### src/kot_pkg.sv
// Shared types and constants of the key/owner table.
`default_nettype none

package kot_pkg;

    localparam int KEY_W               = 64;
    localparam int OWNER_W             = 16;
    localparam int DEFAULT_TABLE_DEPTH = 32;

    typedef enum logic [2:0] {
        CMD_INSERT = 3'd0,
        CMD_LOOKUP = 3'd1,
        CMD_REMOVE = 3'd2,
        CMD_LIST   = 3'd3,
        CMD_CLEAR  = 3'd4
    } t_cmd;

    typedef enum logic [1:0] {
        ST_OK        = 2'd0,
        ST_FULL      = 2'd1,
        ST_NOT_FOUND = 2'd2
    } t_status;

    typedef enum logic [1:0] {
        S_IDLE,
        S_EXEC,
        S_SCAN,
        S_SHIFT
    } t_state;

    typedef struct packed {
        logic [KEY_W-1:0]   key;
        logic [OWNER_W-1:0] owner;
    } t_entry;

    typedef struct packed {
        t_status            status;
        logic               found;
        logic [KEY_W-1:0]   key_out;
        logic [OWNER_W-1:0] owner_out;
        logic               last;
    } t_rsp;

endpackage

`default_nettype wire

### src/kot_req_if.sv
// Request channel of the key/owner table.
`default_nettype none

interface kot_req_if import kot_pkg::*; ();
    logic               valid;
    logic               ready;
    logic [2:0]         cmd;
    logic [KEY_W-1:0]   key;
    logic [OWNER_W-1:0] owner;

    modport source (output valid, output cmd, output key, output owner, input ready);
    modport sink   (input valid, input cmd, input key, input owner, output ready);
endinterface

`default_nettype wire

### src/kot_rsp_if.sv
// Response channel of the key/owner table.
`default_nettype none

interface kot_rsp_if import kot_pkg::*; ();
    logic               valid;
    logic               ready;
    t_status            status;
    logic               found;
    logic [KEY_W-1:0]   key_out;
    logic [OWNER_W-1:0] owner_out;
    logic               last;

    modport source (output valid, output status, output found, output key_out,
                    output owner_out, output last, input ready);
    modport sink   (input valid, input status, input found, input key_out,
                    input owner_out, input last, output ready);
endinterface

`default_nettype wire

### src/key_owner_table.sv
// Key/owner table: a bounded list of key/owner pairs with insert, lookup, remove,
// list by owner and clear.
//
// Requests arrive on i_req (cmd, key, owner) and results leave on o_rsp; each side
// moves one transaction when valid and ready are both high. Every request gives at
// least one result, and the final result of a request carries last.
// One request is worked on at a time; i_req.ready is high whenever the block is idle,
// also while the previous result still waits in the output register.
// Insert, clear and unused codes: the result is registered from the execute state.
// Lookup and remove scan the stored entries newest first, list scans oldest first,
// one entry per cycle unless a result waits, through the single read port of the entry
// memory. A remove then moves the entries above the hit down by one, one per cycle.
// List holds each match back until the next match or the end of the scan, so that
// the final one can carry last.
// A stalled receiver holds the output register, and the scan waits whenever it has a
// result to hand over. Reset empties the table at once; no clearing pass is needed.
`default_nettype none

module key_owner_table import kot_pkg::*; #(
    parameter int TABLE_DEPTH = DEFAULT_TABLE_DEPTH
) (
    input  wire logic  i_clk,
    input  wire logic  i_rst_n,
    kot_req_if.sink    i_req,
    kot_rsp_if.source  o_rsp
);

    localparam int IDX_W = $clog2(TABLE_DEPTH);
    localparam int CNT_W = $clog2(TABLE_DEPTH + 1);

    t_state             r_state,      n_state;
    logic [2:0]         r_cmd,        n_cmd;
    logic [KEY_W-1:0]   r_key,        n_key;
    logic [OWNER_W-1:0] r_owner,      n_owner;
    logic [CNT_W-1:0]   r_count,      n_count;
    logic [IDX_W-1:0]   r_issue_idx,  n_issue_idx;
    logic [CNT_W-1:0]   r_left,       n_left;
    logic               r_data_valid, n_data_valid;
    logic [IDX_W-1:0]   r_data_idx,   n_data_idx;
    logic               r_pend_valid, n_pend_valid;
    t_entry             r_pend,       n_pend;
    logic               r_out_valid,  n_out_valid;
    t_rsp               r_out,        n_out;

    logic             rd_en;
    logic [IDX_W-1:0] rd_addr;
    logic             wr_en;
    logic [IDX_W-1:0] wr_addr;
    t_entry           wr_data;
    t_entry           rd_data;

    logic out_free;
    logic scan_hit;
    logic scan_end;
    logic dir_up;
    logic advance;
    logic emit;
    t_rsp emit_rsp;
    t_rsp rsp_plain;

    kot_store #(
        .TABLE_DEPTH (TABLE_DEPTH)
    ) u_store (
        .i_clk     (i_clk),
        .i_rd_en   (rd_en),
        .i_rd_addr (rd_addr),
        .i_wr_en   (wr_en),
        .i_wr_addr (wr_addr),
        .i_wr_data (wr_data),
        .o_rd_data (rd_data)
    );

    assign out_free  = !r_out_valid || o_rsp.ready;
    assign scan_hit  = r_data_valid && ((r_cmd == CMD_LIST) ? (rd_data.owner == r_owner)
                                                            : (rd_data.key == r_key));
    assign scan_end  = !r_data_valid && (r_left == '0);
    assign dir_up    = (r_state == S_SHIFT) || (r_cmd == CMD_LIST);
    assign rsp_plain = '{status: ST_OK, found: 1'b0, key_out: '0, owner_out: '0, last: 1'b1};

    always_comb begin
        n_state      = r_state;
        n_cmd        = r_cmd;
        n_key        = r_key;
        n_owner      = r_owner;
        n_count      = r_count;
        n_issue_idx  = r_issue_idx;
        n_left       = r_left;
        n_data_valid = r_data_valid;
        n_data_idx   = r_data_idx;
        n_pend_valid = r_pend_valid;
        n_pend       = r_pend;
        n_out_valid  = r_out_valid;
        n_out        = r_out;
        rd_en        = 1'b0;
        rd_addr      = r_issue_idx;
        wr_en        = 1'b0;
        wr_addr      = r_count[IDX_W-1:0];
        wr_data      = '{key: r_key, owner: r_owner};
        advance      = 1'b0;
        emit         = 1'b0;
        emit_rsp     = rsp_plain;

        unique case (r_state)
            S_IDLE: begin
                if (i_req.valid) begin
                    n_cmd   = i_req.cmd;
                    n_key   = i_req.key;
                    n_owner = i_req.owner;
                    n_state = S_EXEC;
                end
            end
            S_EXEC: begin
                unique case (r_cmd)
                    CMD_INSERT: begin
                        if (out_free) begin
                            emit = 1'b1;
                            if (r_count == CNT_W'(TABLE_DEPTH)) begin
                                emit_rsp.status = ST_FULL;
                            end else begin
                                wr_en   = 1'b1;
                                n_count = r_count + CNT_W'(1);
                            end
                            n_state = S_IDLE;
                        end
                    end
                    CMD_LOOKUP, CMD_REMOVE: begin
                        n_left       = r_count;
                        n_issue_idx  = IDX_W'(r_count - CNT_W'(1));
                        n_data_valid = 1'b0;
                        n_state      = S_SCAN;
                    end
                    CMD_LIST: begin
                        n_left       = r_count;
                        n_issue_idx  = '0;
                        n_data_valid = 1'b0;
                        n_pend_valid = 1'b0;
                        n_state      = S_SCAN;
                    end
                    CMD_CLEAR: begin
                        if (out_free) begin
                            emit    = 1'b1;
                            n_count = '0;
                            n_state = S_IDLE;
                        end
                    end
                    default: begin
                        if (out_free) begin
                            emit    = 1'b1;
                            n_state = S_IDLE;
                        end
                    end
                endcase
            end
            S_SCAN: begin
                if (r_cmd == CMD_LIST) begin
                    priority if (scan_end) begin
                        if (out_free) begin
                            emit = 1'b1;
                            if (r_pend_valid) begin
                                emit_rsp.found     = 1'b1;
                                emit_rsp.key_out   = r_pend.key;
                                emit_rsp.owner_out = r_pend.owner;
                            end else begin
                                emit_rsp.status = ST_NOT_FOUND;
                            end
                            n_state = S_IDLE;
                        end
                    end else if (scan_hit && r_pend_valid) begin
                        if (out_free) begin
                            emit               = 1'b1;
                            emit_rsp.found     = 1'b1;
                            emit_rsp.key_out   = r_pend.key;
                            emit_rsp.owner_out = r_pend.owner;
                            emit_rsp.last      = 1'b0;
                            n_pend             = rd_data;
                            advance            = 1'b1;
                        end
                    end else if (scan_hit) begin
                        n_pend_valid = 1'b1;
                        n_pend       = rd_data;
                        advance      = 1'b1;
                    end else begin
                        advance = 1'b1;
                    end
                end else begin
                    priority if (scan_end) begin
                        if (out_free) begin
                            emit            = 1'b1;
                            emit_rsp.status = ST_NOT_FOUND;
                            n_state         = S_IDLE;
                        end
                    end else if (scan_hit) begin
                        if (out_free) begin
                            emit               = 1'b1;
                            emit_rsp.found     = 1'b1;
                            emit_rsp.key_out   = rd_data.key;
                            emit_rsp.owner_out = rd_data.owner;
                            if (r_cmd == CMD_REMOVE) begin
                                n_issue_idx  = r_data_idx + IDX_W'(1);
                                n_left       = r_count - CNT_W'(r_data_idx) - CNT_W'(1);
                                n_data_valid = 1'b0;
                                n_state      = S_SHIFT;
                            end else begin
                                n_state = S_IDLE;
                            end
                        end
                    end else begin
                        advance = 1'b1;
                    end
                end
            end
            S_SHIFT: begin
                wr_en   = r_data_valid;
                wr_addr = r_data_idx - IDX_W'(1);
                wr_data = rd_data;
                advance = 1'b1;
                if (scan_end) begin
                    n_count = r_count - CNT_W'(1);
                    n_state = S_IDLE;
                end
            end
            default: begin
                n_state = S_IDLE;
            end
        endcase

        if (advance) begin
            rd_en        = (r_left != '0);
            n_data_valid = (r_left != '0);
            n_data_idx   = r_issue_idx;
            n_issue_idx  = dir_up ? (r_issue_idx + IDX_W'(1)) : (r_issue_idx - IDX_W'(1));
            if (r_left != '0) begin
                n_left = r_left - CNT_W'(1);
            end
        end

        if (emit) begin
            n_out_valid = 1'b1;
            n_out       = emit_rsp;
        end else if (o_rsp.ready) begin
            n_out_valid = 1'b0;
        end
    end

    always_ff @(posedge i_clk) begin
        if (!i_rst_n) begin
            r_state      <= S_IDLE;
            r_count      <= '0;
            r_left       <= '0;
            r_data_valid <= 1'b0;
            r_pend_valid <= 1'b0;
            r_out_valid  <= 1'b0;
        end else begin
            r_state      <= n_state;
            r_count      <= n_count;
            r_left       <= n_left;
            r_data_valid <= n_data_valid;
            r_pend_valid <= n_pend_valid;
            r_out_valid  <= n_out_valid;
        end
    end

    always_ff @(posedge i_clk) begin
        r_cmd       <= n_cmd;
        r_key       <= n_key;
        r_owner     <= n_owner;
        r_issue_idx <= n_issue_idx;
        r_data_idx  <= n_data_idx;
        r_pend      <= n_pend;
        r_out       <= n_out;
    end

    assign i_req.ready     = (r_state == S_IDLE);
    assign o_rsp.valid     = r_out_valid;
    assign o_rsp.status    = r_out.status;
    assign o_rsp.found     = r_out.found;
    assign o_rsp.key_out   = r_out.key_out;
    assign o_rsp.owner_out = r_out.owner_out;
    assign o_rsp.last      = r_out.last;

    a_count_bounded: assert property (@(posedge i_clk) disable iff (!i_rst_n)
        r_count <= CNT_W'(TABLE_DEPTH))
        else $error("Entry count exceeds the table depth.");

    a_no_write_in_scan: assert property (@(posedge i_clk) disable iff (!i_rst_n)
        (r_state == S_SCAN) |-> !wr_en)
        else $error("Entry memory written during a scan.");

    a_shift_drops_one: assert property (@(posedge i_clk) disable iff (!i_rst_n)
        (r_state == S_SHIFT && n_state == S_IDLE) |=> (r_count == $past(r_count) - CNT_W'(1)))
        else $error("Removal did not shrink the table by one entry.");

endmodule

`default_nettype wire

### src/kot_store.sv
// Entry memory of the key/owner table: one write port, one registered read port.
`default_nettype none

module kot_store import kot_pkg::*; #(
    parameter int TABLE_DEPTH = DEFAULT_TABLE_DEPTH
) (
    input  wire logic                           i_clk,
    input  wire logic                           i_rd_en,
    input  wire logic [$clog2(TABLE_DEPTH)-1:0] i_rd_addr,
    input  wire logic                           i_wr_en,
    input  wire logic [$clog2(TABLE_DEPTH)-1:0] i_wr_addr,
    input  wire t_entry                         i_wr_data,
    output t_entry                              o_rd_data
);

    t_entry r_mem [TABLE_DEPTH];
    t_entry r_rd_data;

    always_ff @(posedge i_clk) begin
        if (i_wr_en) begin
            r_mem[i_wr_addr] <= i_wr_data;
        end
    end

    always_ff @(posedge i_clk) begin
        if (i_rd_en) begin
            r_rd_data <= r_mem[i_rd_addr];
        end
    end

    assign o_rd_data = r_rd_data;

endmodule

`default_nettype wire
### src/flat_wrapper.sv
// flat-port wrapper written by rule: the top's interface ports become plain ports
module key_owner_table_flat import kot_pkg::*;
#(
    parameter int TABLE_DEPTH = DEFAULT_TABLE_DEPTH
)
  (i_clk, i_rst_n, i_req_valid, i_req_cmd, i_req_key, i_req_owner, i_req_ready, o_rsp_valid, o_rsp_status, o_rsp_found, o_rsp_key_out, o_rsp_owner_out, o_rsp_last, o_rsp_ready);
  kot_req_if i_req_i ();
  kot_rsp_if o_rsp_i ();
  input  wire logic i_clk;
  input  wire logic i_rst_n;
  input wire logic [$bits(i_req_i.valid)-1:0] i_req_valid;
  input wire logic [$bits(i_req_i.cmd)-1:0] i_req_cmd;
  input wire logic [$bits(i_req_i.key)-1:0] i_req_key;
  input wire logic [$bits(i_req_i.owner)-1:0] i_req_owner;
  output wire logic [$bits(i_req_i.ready)-1:0] i_req_ready;
  output wire logic [$bits(o_rsp_i.valid)-1:0] o_rsp_valid;
  output wire logic [$bits(o_rsp_i.status)-1:0] o_rsp_status;
  output wire logic [$bits(o_rsp_i.found)-1:0] o_rsp_found;
  output wire logic [$bits(o_rsp_i.key_out)-1:0] o_rsp_key_out;
  output wire logic [$bits(o_rsp_i.owner_out)-1:0] o_rsp_owner_out;
  output wire logic [$bits(o_rsp_i.last)-1:0] o_rsp_last;
  input wire logic [$bits(o_rsp_i.ready)-1:0] o_rsp_ready;
  assign i_req_i.valid = i_req_valid;
  assign i_req_i.cmd = i_req_cmd;
  assign i_req_i.key = i_req_key;
  assign i_req_i.owner = i_req_owner;
  assign i_req_ready = i_req_i.ready;
  assign o_rsp_valid = o_rsp_i.valid;
  assign o_rsp_status = o_rsp_i.status;
  assign o_rsp_found = o_rsp_i.found;
  assign o_rsp_key_out = o_rsp_i.key_out;
  assign o_rsp_owner_out = o_rsp_i.owner_out;
  assign o_rsp_last = o_rsp_i.last;
  assign o_rsp_i.ready = o_rsp_ready;
  key_owner_table #(.TABLE_DEPTH(TABLE_DEPTH)) u_core (.i_clk(i_clk), .i_rst_n(i_rst_n), .i_req(i_req_i), .o_rsp(o_rsp_i));
endmodule
### config.mk
export PLATFORM = sky130hd
export DESIGN_NAME = key_owner_table_flat
export DESIGN_NICKNAME = d
export VERILOG_FILES = /design/src/kot_pkg.sv /design/src/kot_req_if.sv /design/src/kot_rsp_if.sv /design/src/key_owner_table.sv /design/src/kot_store.sv /design/src/flat_wrapper.sv
export SDC_FILE = /design/constraint.sdc
export NUM_CORES = 2
export LEC_CHECK = 0
export BUFFER_PORTS_ARGS = -buffer_cell sky130_fd_sc_hd__buf_2
export CAP_MARGIN = 20
export CORE_UTILIZATION = 42
export DETAILED_ROUTE_END_ITERATION = 6
export PLACE_DENSITY = 0.57
export REMOVE_ABC_BUFFERS = 1
export SYNTH_ARGS = -nofsm -noshare
export SYNTH_HDL_FRONTEND = slang
export SYNTH_HIERARCHICAL = 1
export SYNTH_SLANG_ARGS = --single-unit
### constraint.sdc
create_clock -name i_clk -period 19.7 [get_ports i_clk]
set_input_delay 2.955 -clock i_clk [delete_from_list [all_inputs] [get_ports i_clk]]
set_output_delay 2.955 -clock i_clk [all_outputs]
set_load 0.01 [all_outputs]
# [Word level (Yosys, flattened, before mapping)]
# Memories as Yosys holds them, arrays and structs flattened. A register that Yosys moved wholly into a read port is not among the register bits.
# Index checks and enable logic that the tools add are counted.
[totals] out_inout_bits=86 elab_cells=185 inputBits=87 regBits=274 ramBits=2560 mem_count=1
[mem_list] memory="u_core.u_store.r_mem" words=32 word_bits=80 rd=1 rd_clocked_by_memory_dff=1 wr=1 line="kot_store.sv:16" text="t_entry r_mem [TABLE_DEPTH];"
[classes] reduce_logical=26 addsub=9 bitwise_logic=4 muxes=95 n_eq_ne=32
[ops] operator="two-way mux 81 bit" count=5
[ops] operator="two-way mux 80 bit" count=4
[ops] operator="two-way mux 83 bit" count=2
[ops] operator="two-way mux 82 bit" count=2
[ops] operator="two-way mux 6 bit" count=12
[ops] operator="equality test 64 bit" count=1
[ops] operator="two-way mux 5 bit" count=8
[ops] operator="one-hot mux 6 bit (2 select lines)" count=3
[ops] operator="two-way mux 1 bit" count=34
[ops] operator="two-way mux 2 bit" count=16
[ops] operator="one-hot mux 5 bit (2 select lines)" count=2
[ops] operator="subtractor 6 x 1 -> 6 bit (second input constant)" count=3
[ops] operator="equality test 16 bit" count=1
[ops] operator="inequality test 3 x 1 -> 1 bit (second input constant)" count=5
[ops] operator="inequality test 3 x 2 -> 1 bit (second input constant)" count=5
[ops] operator="AND reduction 7 bit" count=2
[ops] operator="AND reduction 6 bit" count=2
[ops] operator="adder 5 x 1 -> 5 bit (second input constant)" count=2
[ops] operator="inequality test 2 x 1 -> 1 bit (second input constant)" count=5
[ops] operator="one-hot mux 1 bit (2 select lines)" count=5
[ops] operator="AND reduction 5 bit" count=2
[ops] operator="subtractor 5 x 1 -> 5 bit (second input constant)" count=2
[ops] operator="inequality test 3 bit (second input constant)" count=3
[ops] operator="one-hot mux 2 bit (4 select lines)" count=1
[ops] operator="other kinds (25)" count=39

# [Longest topological paths before layout]
[logic_depth] ltp_word=10 mapped_depth=12 ltp_nobuf=11

# [By module]
# Netlist, hierarchy kept.
[modules_own_cells] module="kot_store" cells_each=4683 seq_area_each_um2=79276.0 area_each_um2=99704.4 instances=1
[modules_own_cells] module="key_owner_table" cells_each=978 seq_area_each_um2=8057.7 area_each_um2=12892.4 instances=1

# [Least setup slack after synthesis]
# OpenSTA, ideal clock, no wires.
[synth_timing] kind="input port to flip-flop" startpoint="in o_rsp_ready" endpoint="reg u_core/r_pend[0] (netlist name) (enable)" slack_ps=3158 path_stages=3 n_path_buf=1 arrival_time_ps=15596 setup_ps=945 t_required_ps=18755 path_cell_list="nor2b_1 > clkbuf_1 > a2111oi_0"
[synth_between] elab_chain_len=3
[synth_lines] element="start, declared" line="flat_wrapper.sv:22" text="input wire logic [$bits(o_rsp_i.ready)-1:0] o_rsp_ready;"
[synth_lines] element="logical OR 1 bit" line="key_owner_table.sv:73" text="assign out_free = !r_out_valid || o_rsp.ready;"
[synth_lines] element="inequality test 2 x 1 -> 1 bit (no source line)"
[synth_lines] element="AND reduction 5 bit (no source line)"
[synth_lines] element="end signal, assigned" line="key_owner_table.sv:269" text="r_pend <= n_pend;"
[synth_lines] element="end, declared" line="key_owner_table.sv:41" text="t_entry r_pend, n_pend;"
# No other way between the ends.
# A chain may end at the register's enable or synchronous reset.

# [Worst setup path after layout]
[layout_timing] startpoint="in o_rsp_ready" endpoint="mem u_core/u_store/r_mem[23][15] (netlist name) (enable)"
[layout_between] elab_chain_len=6
[layout_lines] element="logical OR 1 bit" line="key_owner_table.sv:73"
[layout_lines] element="two-way mux 1 bit" line="key_owner_table.sv:115" text="if (out_free) begin"
[layout_lines] element="two-way mux 1 bit" line="key_owner_table.sv:113" text="unique case (r_cmd)"
[layout_lines] element="one-hot mux 1 bit (2 select lines)" line="key_owner_table.sv:103" text="unique case (r_state)"
[layout_lines] element="via u_core.wr_en" line="key_owner_table.sv:47" text="logic wr_en;"
[layout_lines] element="two-way mux 1 bit" line="kot_store.sv:20" text="if (i_wr_en) begin"
[layout_lines] element="two-way mux 1 bit (implied by the code)" line="kot_store.sv:21" text="r_mem[i_wr_addr] <= i_wr_data;"
[layout_lines] element="end, declared" line="kot_store.sv:16"
# The timed path passes the listed nets, and every way through them passes these cells.

==> flow_summary.yaml <==
run_status:
  status: "completed"
logic_synthesis:
  synth_most_common_cell: "edfxtp_1"
  synthTopCellsByArea: "edfxtp_1 (77%), mux4_2 (6.4%), mux2i_1 (5.7%), a22oi_1 (3.4%), mux2_2 (0.80%)"
  synth_edf_count: 2897
  synthArstFlopShare: 0
  syn_area_mm2: 0.1126
  synth_top_area_share: 0.7726
  synth_top_cells_by_count: "edfxtp_1 (2897), mux2i_1 (643), a22oi_1 (513), mux4_2 (320), nand3_1 (166)"
  seq_area_frac_synth: 0.7756
  ys_ff_latch: 2914
  synth_area_per_cell_um2: 19.89
  ys.warnings.count: 6
  synth_top_area_cell: "edfxtp_1"
  synth_flop_cell: "edfxtp_1"
  yosysUniqueCellTypes: 68
  synth_cells: 5661
critical_path:
  cp.required_ps: 20200
  reg2reg_slack_ps: 13930
  r2r_cells: 9
  crit_path_end_kind: "flip-flop"
  crit_fanout: 34
  worstSetupPathType: "in -> reg"
  start_kind: "primary input"
  reg2reg_to: "u_core/u_store/o_rd_data[11]$_DFFE_PP_"
  r2r_start: "u_core/u_store/o_rd_data[27]$_DFFE_PP_"
  worstPathArrival_ps: 7140
clock_tree:
  path_clk_slew_ps: 60
  cts.hold.buffers_added: 0
  cts-root-buf: "clkbuf_16"
  clk_latency_ps: 920
  cts_buffer_depth: 4
  numClockSinks: 2914
  numCtsBuffers: 309
  cts_setup_buffers: 0
  tritoncts: "yes"
  cts-htree-levels: 5
  cts_resized: 0
global_route:
  antenna_found_initial: 26
  gr-total-overflow: 0
  grt_pass1_vias: 56654
  grt_max_degree: 133
  grt_pass1_wl_mm: 442.4
  grt_usage: 0.2314
timing:
  slew_viol_final: 0
  timing.final.crit_share: 0.3371
  clock.fmax_mhz: 150.6
  tightest_slew_ps: 1185
  finalCriticalPeriod_ps: 6640
  finClkSkew_ps: 56.80
  max_slew_margin: 0.2046
  finalHoldViolations: 0
  setup_viol: 0
  rsz0062_at_grt: "no"
worst_hold_path:
  hold_path_class: "reg -> reg"
  hp-start: "u_core/u_store/o_rd_data[65]$_DFFE_PP_"
  min_path_cells: 0
  worstHoldEndpoint: "u_core/r_pend[65]$_DFFE_PP_"
floorplan:
  die_area_mm2: 0.2702
  io_pins: 173
  core_area_mm2: 0.2658
  rows: 189
  die_w_um: 519.8
  start_util: 0.4236
  die_h_um: 519.8
drt:
  vias_per_cell: 5.963
  wl_per_cell_um: 32.49
  drt_first_iter_violations: 7469
  dr.pass1.iters: 5
  drc_errors: 0
  drt-total-wl_mm: 317.0
  drt.antenna.violating_nets: 0
  num_vias: 58171
layout:
  instances_no_fill: 9756
  fillerInstances: 21882
  drive_gt1_frac: 0.1960
  area_growth_pct: 13.48
  fin_nets: 6081
  stdcell_area_mm2: 0.1278
placement:
  dp_hpwl_mm: 184.2
  place_inst: 9192
  place_congestion: 0.8059
  dpl-instance-area_mm2: 0.1179
  io_buffers: 172
pwr:
  vdd_drop_max_mv: 0.07762
  internal_power_mw: 10.43
  power.leakage_nw: 41.64
  power_switching_mw: 3.156
  combPwrFrac: 0.073
  power.share.clock: 0.418
  power.density_mw_per_mm2: 106.4
  sw_frac_of_total: 0.2322
  p_seq_frac: 0.509
flow_run:
  max_cap_viol_count: 0
## per-layer routing
metal  wire length [um]  GRT usage  up-vias
met3              25690    0.04135      381
met2             145900     0.3551     2497
li1                   -          -    24060
met1             138000     0.3417    31221
met5                 80          0        -
met4               7410    0.05853       12
## registers in the layout, summed over array words and instances, names as in the netlist, 6 cells and up
| signal | flops |
|---|---|
| u_core/o_rsp.key_out | 64 |
| u_core/o_rsp.owner_out | 16 |
| u_core/r_count | 6 |
| u_core/r_key | 64 |
| u_core/r_left | 6 |
| u_core/r_owner | 16 |
| u_core/r_pend | 80 |
| u_core/u_store/o_rd_data | 80 |
| u_core/u_store/r_mem | 2560 |
## power by group through the flow
stage	registers [mW]	clock network [mW]	logic, mW
after global placement	7.05	0	0.975
after floorplan	7.14	0	0.931
final	6.92	5.69	0.986
after CTS	6.92	5.78	0.990
after detailed placement	7.05	0	0.987
after global routing	6.92	6.00	1.04
## worst max path at each step
| stage | startpoint | end | slack, ps | cells after the start |
|---|---|---|---|---|
| final | o_rsp_ready | u_core/u_store/r_mem[23][15]$_DFFE_PP_ | 13060 | 9 |
| after global placement | o_rsp_ready | u_core/u_store/r_mem[23][48]$_DFFE_PP_ | 11580 | 8 |
| after floorplan | u_core/r_issue_idx[0]$_DFFE_PP_ | u_core/u_store/o_rd_data[77]$_DFFE_PP_ | -15620 | 4 |
| after CTS | o_rsp_ready | u_core/u_store/r_mem[23][1]$_DFFE_PP_ | 12490 | 8 |
| after detailed placement | o_rsp_ready | u_core/u_store/r_mem[23][48]$_DFFE_PP_ | 11570 | 8 |
| after global routing | o_rsp_ready | u_core/u_store/r_mem[23][78]$_DFFE_PP_ | 12970 | 9 |
## cells by family after synthesis
group	count (synthesis)	synth area share
flops	2914	0.7756
mux	1043	0.1292
compound gates	715	0.04669
simple gates	519	0.02305
buf+inv	351	0.01540
xor+xnor	99	0.007701
fa+ha+maj	20	0.002356
## cells in the final DEF, fill, tap and decap left out, drive strengths merged, types with 5 or more instances in the layout
cell	synthesis	layout
nor4	6	6
a22oi	513	513
nand4	70	70
nor2	158	158
mux4	320	320
nand3	166	166
buf	198	320
mux2	80	80
a31oi	50	50
a21oi	41	41
edfxtp	2897	2897
o31ai	6	6
diode	0	9
nor3	15	15
dfxtp	17	17
and3	5	5
bufinv	0	21
ha	18	18
inv	31	42
xnor2	97	97
clkbuf	121	385
nand3b	6	6
nand2	38	38
a22o	46	46
clkinv	1	132
nor2b	22	22
mux2i	643	643
and2	12	12
o21ai	20	20
## layout make-up
class	count	area, um2	share of cell area
multi-input combinational	2396	23970	0.1876
clock inverter	167	1749	0.01369
tap	3533	4420	0.03459
clock buffer	384	8078	0.06322
timing repair buffer	321	2076	0.01624
inverter	32	127.6	0.0009988
antenna	9	22.52	0.0001763
sequential	2914	87330	0.6835
## per-stage QoR
stage	worst slack [ps]	hold WS, ps	setup TNS [ps]	utilization	total power, mW
after global placement	11580	502.6	0	0.4432	8.023
after floorplan	-15620	489.4	-777240	-	8.069
final	13060	492.6	0	0.4807	13.59
after detailed placement	11570	507.3	0	0.4435	8.035
after global routing	12970	520.9	0	0.4807	13.96
after CTS	12490	499.1	0	0.4805	13.68
## critical path: stages
cell      delay (ps)
buf_2             80
nand2b_1         200
nand4b_1         160
o21ai_0          280
clkbuf_4         270
nand3_1          730
nor2_4          1070
buf_4            560
buf_4            720
No activity file was read; power rests on OpenSTA's default activity.
